## config.mk

```make
export PLATFORM = sky130hd
export DESIGN_NAME = sorted_deadline_timer_pool
export DESIGN_NICKNAME = d
export VERILOG_FILES = /design/src/hdl/sdtp_pkg.sv /design/src/hdl/sorted_deadline_timer_pool.sv /design/src/hdl/sdtp_ram.sv /design/src/hdl/sdtp_ctrl.sv /design/src/hdl/sdtp_dp.sv
export SDC_FILE = /design/constraint.sdc
export NUM_CORES = 2
export LEC_CHECK = 0
export BUFFER_PORTS_ARGS = -buffer_cell sky130_fd_sc_hd__buf_2
export CAP_MARGIN = 20
export CORE_AREA = 2 2 430 432
export CTS_CLUSTER_SIZE = 20
export DETAILED_ROUTE_END_ITERATION = 8
export DIE_AREA = 0 0 432 434
export PLACE_DENSITY = 0.9
export SYNTH_ARGS = -nofsm -noshare
export SYNTH_HDL_FRONTEND = slang
export SYNTH_HIERARCHICAL = 1
export SYNTH_SLANG_ARGS = --single-unit
```

## constraint.sdc

```tcl
create_clock -name aclk -period 19.3 [get_ports aclk]
set_clock_uncertainty 0.15 [all_clocks]
set_input_delay 3.86 -clock aclk [delete_from_list [all_inputs] [get_ports aclk]]
set_output_delay 3.86 -clock aclk [all_outputs]
set_load 0.01 [all_outputs]
```

## src/hdl/sdtp_pkg.sv

```systemverilog
// Shared constants, codes and controller/datapath interface types for the
// sorted deadline timer pool. No dependencies.
`default_nettype none
package sdtp_pkg;

    localparam int TIMER_SLOTS_DEF = 32;
    localparam int MAX_RES         = 32;

    // Input item kinds
    localparam logic [2:0] KIND_TICK  = 3'd0;
    localparam logic [2:0] KIND_ALLOC = 3'd1;
    localparam logic [2:0] KIND_FREE  = 3'd2;
    localparam logic [2:0] KIND_INIT  = 3'd3;
    localparam logic [2:0] KIND_SET   = 3'd4;

    // Result kinds
    localparam logic [1:0] RK_ACK    = 2'd0;
    localparam logic [1:0] RK_EXPIRY = 2'd1;
    localparam logic [1:0] RK_NOFREE = 2'd2;
    localparam logic [1:0] RK_ACTIVE = 2'd3;

    // Slot status
    localparam logic [1:0] ST_FREE   = 2'd0;
    localparam logic [1:0] ST_ALLOC  = 2'd1;
    localparam logic [1:0] ST_ACTIVE = 2'd2;

    // Link RAM read address select
    localparam logic [1:0] RA_HEAD = 2'd0;
    localparam logic [1:0] RA_SLOT = 2'd1;
    localparam logic [1:0] RA_PREV = 2'd2;

    // Link RAM write address / data select
    localparam logic WA_SLOT = 1'b0;
    localparam logic WA_PREV = 1'b1;
    localparam logic [1:0] WD_HEAD = 2'd0;
    localparam logic [1:0] WD_SLOT = 2'd1;
    localparam logic [1:0] WD_CUR  = 2'd2;
    localparam logic [1:0] WD_NXQ  = 2'd3;

    // Head, earliest-deadline and previous-pointer update selects
    localparam logic [1:0] H_KEEP = 2'd0;
    localparam logic [1:0] H_NXQ  = 2'd1;
    localparam logic [1:0] H_SLOT = 2'd2;
    localparam logic [1:0] E_KEEP = 2'd0;
    localparam logic [1:0] E_DLQ  = 2'd1;
    localparam logic [1:0] E_DL   = 2'd2;
    localparam logic [1:0] P_KEEP = 2'd0;
    localparam logic [1:0] P_HEAD = 2'd1;
    localparam logic [1:0] P_NXQ  = 2'd2;
    localparam logic [1:0] P_CUR  = 2'd3;

    typedef struct packed {
        logic       load;
        logic       tick;
        logic       ptr_clr;
        logic       ptr_inc;
        logic       st_wr;
        logic [1:0] st_val;
        logic       rk_ld;
        logic [1:0] rk_val;
        logic       rslot_ptr;
        logic       init_wr;
        logic       set_dl;
        logic       nx_rd;
        logic [1:0] nx_ra;
        logic       nx_wr;
        logic       nx_wa;
        logic [1:0] nx_wd;
        logic       pd_rd;
        logic       dl_rd;
        logic [1:0] head_sel;
        logic [1:0] earl_sel;
        logic [1:0] prev_sel;
        logic       cur_ld;
        logic       cur_clr;
        logic       cnt_clr;
        logic       cnt_inc;
        logic       emit_ack;
        logic       emit_pop;
    } cmd_t;

    typedef struct packed {
        logic [2:0] kind;
        logic       inpool;
        logic       slot_zero;
        logic       st_free;
        logic       st_active;
        logic       ptr_last;
        logic       head_zero;
        logic       due;
        logic       head_is_slot;
        logic       nx_is_slot;
        logic       nx_zero;
        logic       cnt_last;
        logic       dl_le_earl;
        logic       dl_le_q;
        logic       cur_zero;
        logic       out_free;
        logic       pop_last;
    } stat_t;

endpackage
`default_nettype wire

```

## src/hdl/sorted_deadline_timer_pool.sv

```systemverilog
// Pool of timers kept as a linked list sorted by deadline, with a sentinel
// in slot 0. An item may walk the list: a tick pops expired timers off
// the head, a set passes entries in the link RAM to find its place, a free
// passes entries to find the predecessor, and an allocate scans the status
// flags slot by slot. The walk speed is set by the registered reads of the
// link and deadline RAMs. Results are held in an output register; a new
// item is taken only when the previous one has finished its walk.
//
// Top level; depends on sdtp_pkg, sdtp_ctrl, sdtp_dp and sdtp_ram.
`default_nettype none
module sorted_deadline_timer_pool #(
    parameter int TIMER_SLOTS = sdtp_pkg::TIMER_SLOTS_DEF
) (
    input  wire logic        aclk,
    input  wire logic        aresetn,
    input  wire logic        cfg_we,
    input  wire logic [4:0]  cfg_wdata,   // switch_slot
    input  wire logic        s_tvalid,
    output logic             s_tready,
    input  wire logic [79:0] s_tdata,     // slot[4:0], delay, payload, destination
    input  wire logic [2:0]  s_tuser,     // kind
    output logic             m_tvalid,
    input  wire logic        m_tready,
    output logic [47:0]      m_tdata,     // slot_res[4:0], payload_res, destination_res
    output logic [2:0]       m_tuser,     // result_kind[1:0], switch_req
    output logic             m_tlast      // last
);

    sdtp_pkg::cmd_t  cmd;
    sdtp_pkg::stat_t stat;

    sdtp_ctrl u_ctrl (
        .aclk     (aclk),
        .aresetn  (aresetn),
        .s_tvalid (s_tvalid),
        .s_tready (s_tready),
        .stat     (stat),
        .cmd      (cmd)
    );

    sdtp_dp #(.TIMER_SLOTS(TIMER_SLOTS)) u_dp (
        .aclk      (aclk),
        .aresetn   (aresetn),
        .cfg_we    (cfg_we),
        .cfg_wdata (cfg_wdata),
        .s_tdata   (s_tdata),
        .s_tuser   (s_tuser),
        .m_tready  (m_tready),
        .m_tvalid  (m_tvalid),
        .m_tdata   (m_tdata),
        .m_tuser   (m_tuser),
        .m_tlast   (m_tlast),
        .cmd       (cmd),
        .stat      (stat)
    );

endmodule
`default_nettype wire

```

## src/hdl/sdtp_ram.sv

```systemverilog
// Generic single-write, single-read RAM with registered read data.
// No dependencies.
`default_nettype none
module sdtp_ram #(
    parameter int WIDTH = 32,
    parameter int DEPTH = 32
) (
    input  wire logic                     aclk,
    input  wire logic                     wr_en,
    input  wire logic [$clog2(DEPTH)-1:0] wr_addr,
    input  wire logic [WIDTH-1:0]         wr_data,
    input  wire logic                     rd_en,
    input  wire logic [$clog2(DEPTH)-1:0] rd_addr,
    output logic      [WIDTH-1:0]         rd_data
);

    logic [WIDTH-1:0] mem [DEPTH];

    // Write port, registered read port that holds when not enabled
    always_ff @(posedge aclk) begin
        if (wr_en) begin
            mem[wr_addr] <= wr_data;
        end
        if (rd_en) begin
            rd_data <= mem[rd_addr];
        end
    end

endmodule
`default_nettype wire

```

## src/hdl/sdtp_ctrl.sv

```systemverilog
// Controller of the timer pool: sequences list walks, scans and result
// transfers. Depends on sdtp_pkg.
`default_nettype none
module sdtp_ctrl (
    input  wire logic          aclk,
    input  wire logic          aresetn,
    input  wire logic          s_tvalid,
    output logic               s_tready,
    input  wire sdtp_pkg::stat_t stat,
    output sdtp_pkg::cmd_t     cmd
);

    localparam logic [4:0] S_IDLE     = 5'd0;
    localparam logic [4:0] S_DECODE   = 5'd1;
    localparam logic [4:0] S_ACK      = 5'd2;
    localparam logic [4:0] S_TCHK     = 5'd3;
    localparam logic [4:0] S_POP_RD   = 5'd4;
    localparam logic [4:0] S_POP_NX   = 5'd5;
    localparam logic [4:0] S_POP_EM   = 5'd6;
    localparam logic [4:0] S_SCAN     = 5'd7;
    localparam logic [4:0] S_UNL_ST   = 5'd8;
    localparam logic [4:0] S_UNL_H1   = 5'd9;
    localparam logic [4:0] S_UNL_H2   = 5'd10;
    localparam logic [4:0] S_UNL_RD   = 5'd11;
    localparam logic [4:0] S_UNL_CHK  = 5'd12;
    localparam logic [4:0] S_UNL_LINK = 5'd13;
    localparam logic [4:0] S_INS_ST   = 5'd14;
    localparam logic [4:0] S_INS_RD   = 5'd15;
    localparam logic [4:0] S_INS_DL   = 5'd16;
    localparam logic [4:0] S_INS_CHK  = 5'd17;
    localparam logic [4:0] S_INS_END  = 5'd18;
    localparam logic [4:0] S_INS_TAIL = 5'd19;

    logic [4:0] state_reg, state_next;

    assign s_tready = (state_reg == S_IDLE);

    // Advance state
    always_ff @(posedge aclk) begin
        if (!aresetn) begin
            state_reg <= S_IDLE;
        end else begin
            state_reg <= state_next;
        end
    end

    // Next state and commands
    always_comb begin
        cmd        = '0;
        state_next = state_reg;
        case (state_reg)
            S_IDLE: begin
                if (s_tvalid) begin
                    cmd.load   = 1'b1;
                    state_next = S_DECODE;
                end
            end
            S_DECODE: begin
                cmd.rk_ld  = 1'b1;
                cmd.rk_val = sdtp_pkg::RK_ACK;
                state_next = S_ACK;
                case (stat.kind)
                    sdtp_pkg::KIND_TICK: begin
                        cmd.rk_ld  = 1'b0;
                        cmd.tick   = 1'b1;
                        state_next = S_TCHK;
                    end
                    sdtp_pkg::KIND_ALLOC: begin
                        cmd.ptr_clr = 1'b1;
                        state_next  = S_SCAN;
                    end
                    sdtp_pkg::KIND_FREE: begin
                        if (stat.inpool && !stat.slot_zero) begin
                            cmd.st_wr  = 1'b1;
                            cmd.st_val = sdtp_pkg::ST_FREE;
                            if (stat.st_active) begin
                                state_next = S_UNL_ST;
                            end
                        end
                    end
                    sdtp_pkg::KIND_INIT: begin
                        cmd.init_wr = stat.inpool && !stat.slot_zero;
                    end
                    sdtp_pkg::KIND_SET: begin
                        if (stat.inpool) begin
                            if (stat.slot_zero || stat.st_active) begin
                                cmd.rk_val = sdtp_pkg::RK_ACTIVE;
                            end else begin
                                cmd.st_wr  = 1'b1;
                                cmd.st_val = sdtp_pkg::ST_ACTIVE;
                                cmd.set_dl = 1'b1;
                                state_next = S_INS_ST;
                            end
                        end
                    end
                    default: ;
                endcase
            end
            S_ACK: begin
                if (stat.out_free) begin
                    cmd.emit_ack = 1'b1;
                    state_next   = S_IDLE;
                end
            end
            // Expiry: pop due entries off the head
            S_TCHK: begin
                state_next = (!stat.head_zero && stat.due) ? S_POP_RD : S_IDLE;
            end
            S_POP_RD: begin
                cmd.nx_rd  = 1'b1;
                cmd.nx_ra  = sdtp_pkg::RA_HEAD;
                cmd.pd_rd  = 1'b1;
                state_next = S_POP_NX;
            end
            S_POP_NX: begin
                cmd.dl_rd  = 1'b1;
                state_next = S_POP_EM;
            end
            S_POP_EM: begin
                if (stat.out_free) begin
                    cmd.emit_pop = 1'b1;
                    cmd.head_sel = sdtp_pkg::H_NXQ;
                    cmd.earl_sel = sdtp_pkg::E_DLQ;
                    state_next   = stat.pop_last ? S_IDLE : S_POP_RD;
                end
            end
            // Allocate: scan for the first free slot
            S_SCAN: begin
                if (stat.st_free) begin
                    cmd.st_wr     = 1'b1;
                    cmd.st_val    = sdtp_pkg::ST_ALLOC;
                    cmd.rk_ld     = 1'b1;
                    cmd.rk_val    = sdtp_pkg::RK_ACK;
                    cmd.rslot_ptr = 1'b1;
                    state_next    = S_ACK;
                end else if (stat.ptr_last) begin
                    cmd.rk_ld  = 1'b1;
                    cmd.rk_val = sdtp_pkg::RK_NOFREE;
                    state_next = S_ACK;
                end else begin
                    cmd.ptr_inc = 1'b1;
                end
            end
            // Free: unlink an active slot
            S_UNL_ST: begin
                if (stat.head_is_slot) begin
                    cmd.nx_rd  = 1'b1;
                    cmd.nx_ra  = sdtp_pkg::RA_SLOT;
                    state_next = S_UNL_H1;
                end else begin
                    cmd.prev_sel = sdtp_pkg::P_HEAD;
                    cmd.cnt_clr  = 1'b1;
                    state_next   = S_UNL_RD;
                end
            end
            S_UNL_H1: begin
                cmd.dl_rd  = 1'b1;
                state_next = S_UNL_H2;
            end
            S_UNL_H2: begin
                cmd.head_sel = sdtp_pkg::H_NXQ;
                cmd.earl_sel = sdtp_pkg::E_DLQ;
                state_next   = S_ACK;
            end
            S_UNL_RD: begin
                cmd.nx_rd  = 1'b1;
                cmd.nx_ra  = sdtp_pkg::RA_PREV;
                state_next = S_UNL_CHK;
            end
            S_UNL_CHK: begin
                if (stat.nx_is_slot) begin
                    cmd.nx_rd  = 1'b1;
                    cmd.nx_ra  = sdtp_pkg::RA_SLOT;
                    state_next = S_UNL_LINK;
                end else if (stat.nx_zero) begin
                    state_next = S_ACK;
                end else begin
                    cmd.prev_sel = sdtp_pkg::P_NXQ;
                    cmd.cnt_inc  = 1'b1;
                    state_next   = stat.cnt_last ? S_ACK : S_UNL_RD;
                end
            end
            S_UNL_LINK: begin
                cmd.nx_wr  = 1'b1;
                cmd.nx_wa  = sdtp_pkg::WA_PREV;
                cmd.nx_wd  = sdtp_pkg::WD_NXQ;
                state_next = S_ACK;
            end
            // Set: insert ahead of equal deadlines
            S_INS_ST: begin
                if (stat.dl_le_earl) begin
                    cmd.nx_wr    = 1'b1;
                    cmd.nx_wa    = sdtp_pkg::WA_SLOT;
                    cmd.nx_wd    = sdtp_pkg::WD_HEAD;
                    cmd.head_sel = sdtp_pkg::H_SLOT;
                    cmd.earl_sel = sdtp_pkg::E_DL;
                    state_next   = S_ACK;
                end else begin
                    cmd.prev_sel = sdtp_pkg::P_HEAD;
                    cmd.cnt_clr  = 1'b1;
                    state_next   = S_INS_RD;
                end
            end
            S_INS_RD: begin
                cmd.nx_rd  = 1'b1;
                cmd.nx_ra  = sdtp_pkg::RA_PREV;
                state_next = S_INS_DL;
            end
            S_INS_DL: begin
                cmd.cur_ld = 1'b1;
                cmd.dl_rd  = 1'b1;
                state_next = S_INS_CHK;
            end
            S_INS_CHK: begin
                if (stat.dl_le_q || stat.cur_zero) begin
                    cmd.nx_wr  = 1'b1;
                    cmd.nx_wa  = sdtp_pkg::WA_PREV;
                    cmd.nx_wd  = sdtp_pkg::WD_SLOT;
                    state_next = S_INS_TAIL;
                end else begin
                    cmd.prev_sel = sdtp_pkg::P_CUR;
                    cmd.cnt_inc  = 1'b1;
                    state_next   = stat.cnt_last ? S_INS_END : S_INS_RD;
                end
            end
            S_INS_END: begin
                cmd.nx_wr   = 1'b1;
                cmd.nx_wa   = sdtp_pkg::WA_PREV;
                cmd.nx_wd   = sdtp_pkg::WD_SLOT;
                cmd.cur_clr = 1'b1;
                state_next  = S_INS_TAIL;
            end
            S_INS_TAIL: begin
                cmd.nx_wr  = 1'b1;
                cmd.nx_wa  = sdtp_pkg::WA_SLOT;
                cmd.nx_wd  = sdtp_pkg::WD_CUR;
                state_next = S_ACK;
            end
            default: begin
                state_next = S_IDLE;
            end
        endcase
    end

endmodule
`default_nettype wire

```

## src/hdl/sdtp_dp.sv

```systemverilog
// Datapath of the timer pool: pointers, status flags, link/deadline/payload
// RAMs and the result register. Depends on sdtp_pkg and sdtp_ram.
`default_nettype none
module sdtp_dp #(
    parameter int TIMER_SLOTS = sdtp_pkg::TIMER_SLOTS_DEF
) (
    input  wire logic            aclk,
    input  wire logic            aresetn,
    input  wire logic            cfg_we,
    input  wire logic [4:0]      cfg_wdata,
    input  wire logic [79:0]     s_tdata,
    input  wire logic [2:0]      s_tuser,
    input  wire logic            m_tready,
    output logic                 m_tvalid,
    output logic [47:0]          m_tdata,
    output logic [2:0]           m_tuser,
    output logic                 m_tlast,
    input  wire sdtp_pkg::cmd_t  cmd,
    output sdtp_pkg::stat_t      stat
);

    localparam int SW = $clog2(TIMER_SLOTS);
    localparam int CW = (SW > 5) ? SW : 5;
    localparam logic [6:0]    NPOOL     = 7'(TIMER_SLOTS);
    localparam logic [SW-1:0] LAST_SLOT = SW'(TIMER_SLOTS - 1);
    localparam logic [4:0]    LAST_RES  = 5'(sdtp_pkg::MAX_RES - 1);

    logic [31:0]   now_reg, earl_reg, dl_reg, delay_reg, pay_in_reg;
    logic [7:0]    dest_in_reg;
    logic [2:0]    kind_reg;
    logic [4:0]    slot_in_reg, tss_reg, k_reg;
    logic [SW-1:0] head_reg, ptr_reg, prev_reg, cur_reg, cnt_reg;
    logic [1:0]    st_reg [TIMER_SLOTS];
    logic          dlz_reg;
    logic [1:0]    rk_reg;
    logic [4:0]    rslot_reg;
    logic          ovalid_reg, olast_reg;
    logic [1:0]    okind_reg;
    logic [4:0]    oslot_reg;
    logic [31:0]   opay_reg;
    logic [7:0]    odest_reg;
    logic          ots_reg;

    logic [SW-1:0] nx_q, nx_raddr, nx_waddr, nx_wdata;
    logic [31:0]   dl_q, dlq, dl_sum;
    logic [39:0]   pd_q;
    logic [1:0]    st_ptr;
    logic          ts_hit;

    assign dl_sum = now_reg + delay_reg;
    assign dlq    = dlz_reg ? 32'hffff_ffff : dl_q;
    assign st_ptr = st_reg[ptr_reg];
    assign ts_hit = (tss_reg != 5'd0) && (CW'(head_reg) == CW'(tss_reg));

    // Link RAM address and data selection
    always_comb begin
        case (cmd.nx_ra)
            sdtp_pkg::RA_HEAD: nx_raddr = head_reg;
            sdtp_pkg::RA_SLOT: nx_raddr = ptr_reg;
            default:           nx_raddr = prev_reg;
        endcase
        nx_waddr = (cmd.nx_wa == sdtp_pkg::WA_PREV) ? prev_reg : ptr_reg;
        case (cmd.nx_wd)
            sdtp_pkg::WD_HEAD: nx_wdata = head_reg;
            sdtp_pkg::WD_SLOT: nx_wdata = ptr_reg;
            sdtp_pkg::WD_CUR:  nx_wdata = cur_reg;
            default:           nx_wdata = nx_q;
        endcase
    end

    sdtp_ram #(.WIDTH(SW), .DEPTH(TIMER_SLOTS)) u_next (
        .aclk    (aclk),
        .wr_en   (cmd.nx_wr),
        .wr_addr (nx_waddr),
        .wr_data (nx_wdata),
        .rd_en   (cmd.nx_rd),
        .rd_addr (nx_raddr),
        .rd_data (nx_q)
    );

    sdtp_ram #(.WIDTH(32), .DEPTH(TIMER_SLOTS)) u_deadline (
        .aclk    (aclk),
        .wr_en   (cmd.set_dl),
        .wr_addr (ptr_reg),
        .wr_data (dl_sum),
        .rd_en   (cmd.dl_rd),
        .rd_addr (nx_q),
        .rd_data (dl_q)
    );

    sdtp_ram #(.WIDTH(40), .DEPTH(TIMER_SLOTS)) u_payload (
        .aclk    (aclk),
        .wr_en   (cmd.init_wr),
        .wr_addr (ptr_reg),
        .wr_data ({dest_in_reg, pay_in_reg}),
        .rd_en   (cmd.pd_rd),
        .rd_addr (head_reg),
        .rd_data (pd_q)
    );

    // Status back to the controller
    always_comb begin
        stat.kind         = kind_reg;
        stat.inpool       = {2'b00, slot_in_reg} < NPOOL;
        stat.slot_zero    = (slot_in_reg == 5'd0);
        stat.st_free      = (st_ptr == sdtp_pkg::ST_FREE);
        stat.st_active    = (st_ptr == sdtp_pkg::ST_ACTIVE);
        stat.ptr_last     = (ptr_reg == LAST_SLOT);
        stat.head_zero    = (head_reg == '0);
        stat.due          = (earl_reg <= now_reg);
        stat.head_is_slot = (head_reg == ptr_reg);
        stat.nx_is_slot   = (nx_q == ptr_reg);
        stat.nx_zero      = (nx_q == '0);
        stat.cnt_last     = (cnt_reg == LAST_SLOT);
        stat.dl_le_earl   = (dl_reg <= earl_reg);
        stat.dl_le_q      = (dl_reg <= dlq);
        stat.cur_zero     = (cur_reg == '0);
        stat.out_free     = !ovalid_reg || m_tready;
        stat.pop_last     = (k_reg == LAST_RES) || (nx_q == '0) || (dlq > now_reg);
    end

    // Control state: time base, list head, earliest deadline, switch slot, status flags, result valid
    always_ff @(posedge aclk) begin
        if (!aresetn) begin
            now_reg    <= '0;
            earl_reg   <= 32'hffff_ffff;
            head_reg   <= '0;
            tss_reg    <= '0;
            ovalid_reg <= 1'b0;
            for (int i = 0; i < TIMER_SLOTS; i++) begin
                st_reg[i] <= (i == 0) ? sdtp_pkg::ST_ACTIVE : sdtp_pkg::ST_FREE;
            end
        end else begin
            if (cfg_we) begin
                tss_reg <= cfg_wdata;
            end
            if (cmd.tick) begin
                now_reg <= now_reg + 32'd1;
            end
            case (cmd.head_sel)
                sdtp_pkg::H_NXQ:  head_reg <= nx_q;
                sdtp_pkg::H_SLOT: head_reg <= ptr_reg;
                default: ;
            endcase
            case (cmd.earl_sel)
                sdtp_pkg::E_DLQ: earl_reg <= dlq;
                sdtp_pkg::E_DL:  earl_reg <= dl_reg;
                default: ;
            endcase
            if (cmd.st_wr) begin
                st_reg[ptr_reg] <= cmd.st_val;
            end
            if (cmd.emit_pop) begin
                st_reg[head_reg] <= sdtp_pkg::ST_ALLOC;
            end
            if (cmd.emit_ack || cmd.emit_pop) begin
                ovalid_reg <= 1'b1;
            end else if (m_tready) begin
                ovalid_reg <= 1'b0;
            end
        end
    end

    // Working registers of the walk and the captured item
    always_ff @(posedge aclk) begin
        if (cmd.load) begin
            kind_reg    <= s_tuser;
            slot_in_reg <= s_tdata[4:0];
            delay_reg   <= s_tdata[36:5];
            pay_in_reg  <= s_tdata[68:37];
            dest_in_reg <= s_tdata[76:69];
            ptr_reg     <= SW'(s_tdata[4:0]);
            k_reg       <= '0;
        end else if (cmd.ptr_clr) begin
            ptr_reg <= '0;
        end else if (cmd.ptr_inc) begin
            ptr_reg <= ptr_reg + SW'(1);
        end
        if (cmd.emit_pop) begin
            k_reg <= k_reg + 5'd1;
        end
        if (cmd.set_dl) begin
            dl_reg <= dl_sum;
        end
        if (cmd.dl_rd) begin
            dlz_reg <= (nx_q == '0);
        end
        case (cmd.prev_sel)
            sdtp_pkg::P_HEAD: prev_reg <= head_reg;
            sdtp_pkg::P_NXQ:  prev_reg <= nx_q;
            sdtp_pkg::P_CUR:  prev_reg <= cur_reg;
            default: ;
        endcase
        if (cmd.cur_clr) begin
            cur_reg <= '0;
        end else if (cmd.cur_ld) begin
            cur_reg <= nx_q;
        end
        if (cmd.cnt_clr) begin
            cnt_reg <= '0;
        end else if (cmd.cnt_inc) begin
            cnt_reg <= cnt_reg + SW'(1);
        end
        if (cmd.rk_ld) begin
            rk_reg    <= cmd.rk_val;
            rslot_reg <= cmd.rslot_ptr ? 5'(ptr_reg) : 5'd0;
        end
        // Load the result register
        if (cmd.emit_ack) begin
            okind_reg <= rk_reg;
            oslot_reg <= rslot_reg;
            opay_reg  <= '0;
            odest_reg <= '0;
            ots_reg   <= 1'b0;
            olast_reg <= 1'b1;
        end else if (cmd.emit_pop) begin
            okind_reg <= sdtp_pkg::RK_EXPIRY;
            oslot_reg <= 5'(head_reg);
            opay_reg  <= ts_hit ? 32'd0 : pd_q[31:0];
            odest_reg <= ts_hit ? 8'd0 : pd_q[39:32];
            ots_reg   <= ts_hit;
            olast_reg <= stat.pop_last;
        end
    end

    assign m_tvalid = ovalid_reg;
    assign m_tdata  = {3'b000, odest_reg, opay_reg, oslot_reg};
    assign m_tuser  = {ots_reg, okind_reg};
    assign m_tlast  = olast_reg;

endmodule
`default_nettype wire
```

==> out/metrics.yaml <==
start_util: 0.647
seqPwrFrac: 0.540
yosys_warnings: 6
irDropWorstVdd_v: 0.000129
async_flop_share: 0
max_freq_mhz: 141
grtUsageTotal: 0.333
post_drt_via_cell_ratio: 7.05
sw_frac_of_total: 0.233
io_buffers: 140
worst_ep_arrival_time_ns: 7.48
clkPwrFrac: 0.390
firstDrtPassIters: 9
antenna_found_initial: 5
p_total_mw: 13.7
synthTopCellsByArea: "edfxtp_1 68%, mux2i_1 10%, dfxtp_1 3.4%"
regMostFlops: "u_dp/u_payload/mem"
postCtsHoldBufs: 0
worstMarginPinSlew_ns: 1.22
seqCellArea_um2: 84600
route.met3.wl_mm: 41.8
yosys.cell_types.count: 87
startpoint: "u_dp/dlz_reg"
hold_viol_final: 0
crit_family: "compound AO/OA/AOI/OAI gates"
clockBufferDepth: 4
holdCritPathClass: "reg -> reg"
rsz0062_at_grt: "no"
synth_edf_count: 2683
synth_top_area_cell: "edfxtp_1"
die-height_um: 434
grt_start_max_net_pins: 161
cp.required_ns: 19.68
post-route-min-period_ns: 7.10
synth_top_area_share: 0.683
largest_register_ffs: 1280
period_share: 0.368
drt_iter0_drc: 10995
wl_per_cell_um: 31.2
p_switching_mw: 3.20
crit_path_start_kind: "register"
synthCells: 7410
synth.avg_cell_area_um2: 15.9
cts_tree: "done"
clk_pin_slew_ns: 0.06
ios: 147
critical_path.most_common_cell: "nor2_1"
drc_errors: 0
path_buf_inv: 2
top_regs: "u_dp/u_payload/mem (1280), u_dp/u_deadline/mem (1024), u_dp/u_next/mem (160)"
rows: 157
routed_wirelength_mm: 318
top_layer_used: "met5"
area_growth_pct: 10.7
p_int_mw: 10.5
yosysMostFrequentCell: "edfxtp_1"
stdcell_area_um2: 131000
core_area_um2: 182000
max_stage_delay_ns: 1.14
grt_pass1_vias: 72418
syn_area_um2: 118000
cts.sinks: 2884
die_area_um2: 187000
ys_seq_area_frac: 0.717
num-fill-cells: 9690
cp_slowest_cell: "edfxtp_1"
end_kind: "register"
grt_pass1_wl_mm: 458
multi_input_area_um2: 31500
crit_cells: 18
leakagePower_nw: 43.4
wl_met1_mm: 102
cts_buffers: 289
p_per_area_nw_per_um2: 105
grt-ovfl-total: 0
ys_ff_latch: 2884
cp_max_fo: 33
finalSetupViolations: 0
fin_nets: 7858
r2r_cells: 18
path_class: "reg -> reg"
synth_commonest_cells: "2683 x edfxtp_1, 1214 x mux2i_1, 383 x nand2_1, 368 x a21oi_1, 279 x nand3_1"
regToRegEndpoint: "u_dp/u_next/mem[17][0]"
clk_latency_ns: 0.95
num_vias: 71846
drive_gt1_frac: 0.123
ant_nets: 0
globalplace.congestion: 0.922
htreeDepth: 5
r2r_slack_ns: 12.20
ctsResizeCount: 0
maxCapViolations: 0
cts_root_buffer: "clkbuf_16"
fin_setup_tns_ns: 0
die_w_um: 432
slew_violations: 0
r2r-start: "u_dp/dlz_reg"
cts_setup_buffers: 0
relSlewSlack: 0.189
place_hpwl_mm: 156
path_cells: "or2_2 > inv_1 > ha_1 > a21o_1 > maj3_1 > a21oi_1 > o221ai_1 > a211oi_1 > o21bai_1 > o21ai_0 > nor2_1 > o32ai_1 > nand3b_1 > o21ai_1 > buf_4 > mux2_2 > or3b_2 > nor2_1"
combPwrFrac: 0.070
min_from: "u_dp/u_payload/rd_data[35]"
wl_met2_mm: 151
outcome: "completed"
synth_top_flop_cell: "edfxtp_1"
post_dp_cell_area_um2: 122000
crit_end: "u_dp/u_next/mem[17][0]"
-- per-stage QoR --
stage	util	cells	hold WS (ns)	setup slack (ns)
after CTS	0.715	10179	0.270	12.09
final	0.716	10192	0.269	12.20
after global routing	0.716	10190	0.289	12.05
after detailed placement	0.666	9680	0.292	12.12
after floorplan	-	7412	0.286	6.26
after global placement	0.666	9679	0.289	12.38
-- cell families (layout without fill, tap and decap cells) --
family                   count (synthesis)  count (layout)  share of synthesized area
buffers and inverters                  535             927                     0.0231
adder cells (fa/ha/maj)                170             170                     0.0181
AND/OR/NAND/NOR                       1311            1311                     0.0533
flip-flops                            2884            2884                      0.717
other                                    2               7                  0.0000636
AO/OA/AOI/OAI                         1123            1123                     0.0635
XOR/XNOR                                78              78                    0.00579
multiplexers                          1307            1307                      0.119
-- area by class of cell --
| cell class | count | area share |
|---|---|---|
| timing repair buffer | 309 | 0.0170 |
| antenna | 3 | 0.0000575 |
| multi-input combinational | 3993 | 0.241 |
| clock inverter | 122 | 0.00715 |
| tap | 2385 | 0.0228 |
| inverter | 119 | 0.00342 |
| sequential | 2884 | 0.648 |
| clock buffer | 377 | 0.0604 |
-- placed cells by master (no fill, tap or decap), drive strengths merged, types with 45 or more instances in the layout --
| master | count |
|---|---|
| edfxtp | 2683 |
| mux2i | 1214 |
| nand2 | 384 |
| clkbuf | 378 |
| a21oi | 370 |
| buf | 308 |
| nand3 | 279 |
| nor2 | 245 |
| a22oi | 229 |
| dfxtp | 201 |
| a22o | 188 |
| ha | 168 |
| nor3 | 131 |
| inv | 123 |
| clkinv | 98 |
| o21ai | 82 |
| a31oi | 79 |
| mux4 | 75 |
| xnor2 | 57 |
| and2 | 45 |
-- power groups by stage --
stage | clock network, mW | registers (mW) | logic, mW
global placement | 0 | 7.52 | 0.870
floorplan | 0 | 7.49 | 0.550
global route | 5.59 | 7.44 | 1.01
detailed placement | 0 | 7.54 | 0.911
CTS | 5.36 | 7.42 | 0.929
finish | 5.35 | 7.42 | 0.968
-- routing by layer --
metal  up-vias  GRT usage
met5         -          0
met4         4      0.209
met3      1552     0.0847
met2      6253      0.538
met1     34823      0.403
li1      29214          -
-- worst min path at each step --
stage / to / slack, ns / cells after the start
after global routing: u_dp/odest_reg[3] / 0.29 / 1
final: u_dp/odest_reg[3] / 0.27 / 1
after detailed placement: u_dp/opay_reg[22] / 0.29 / 1
after floorplan: u_dp/odest_reg[0] / 0.29 / 1
after CTS: u_dp/odest_reg[3] / 0.27 / 1
after global placement: u_dp/odest_reg[5] / 0.29 / 1
(Power assumes the default switching activity.)
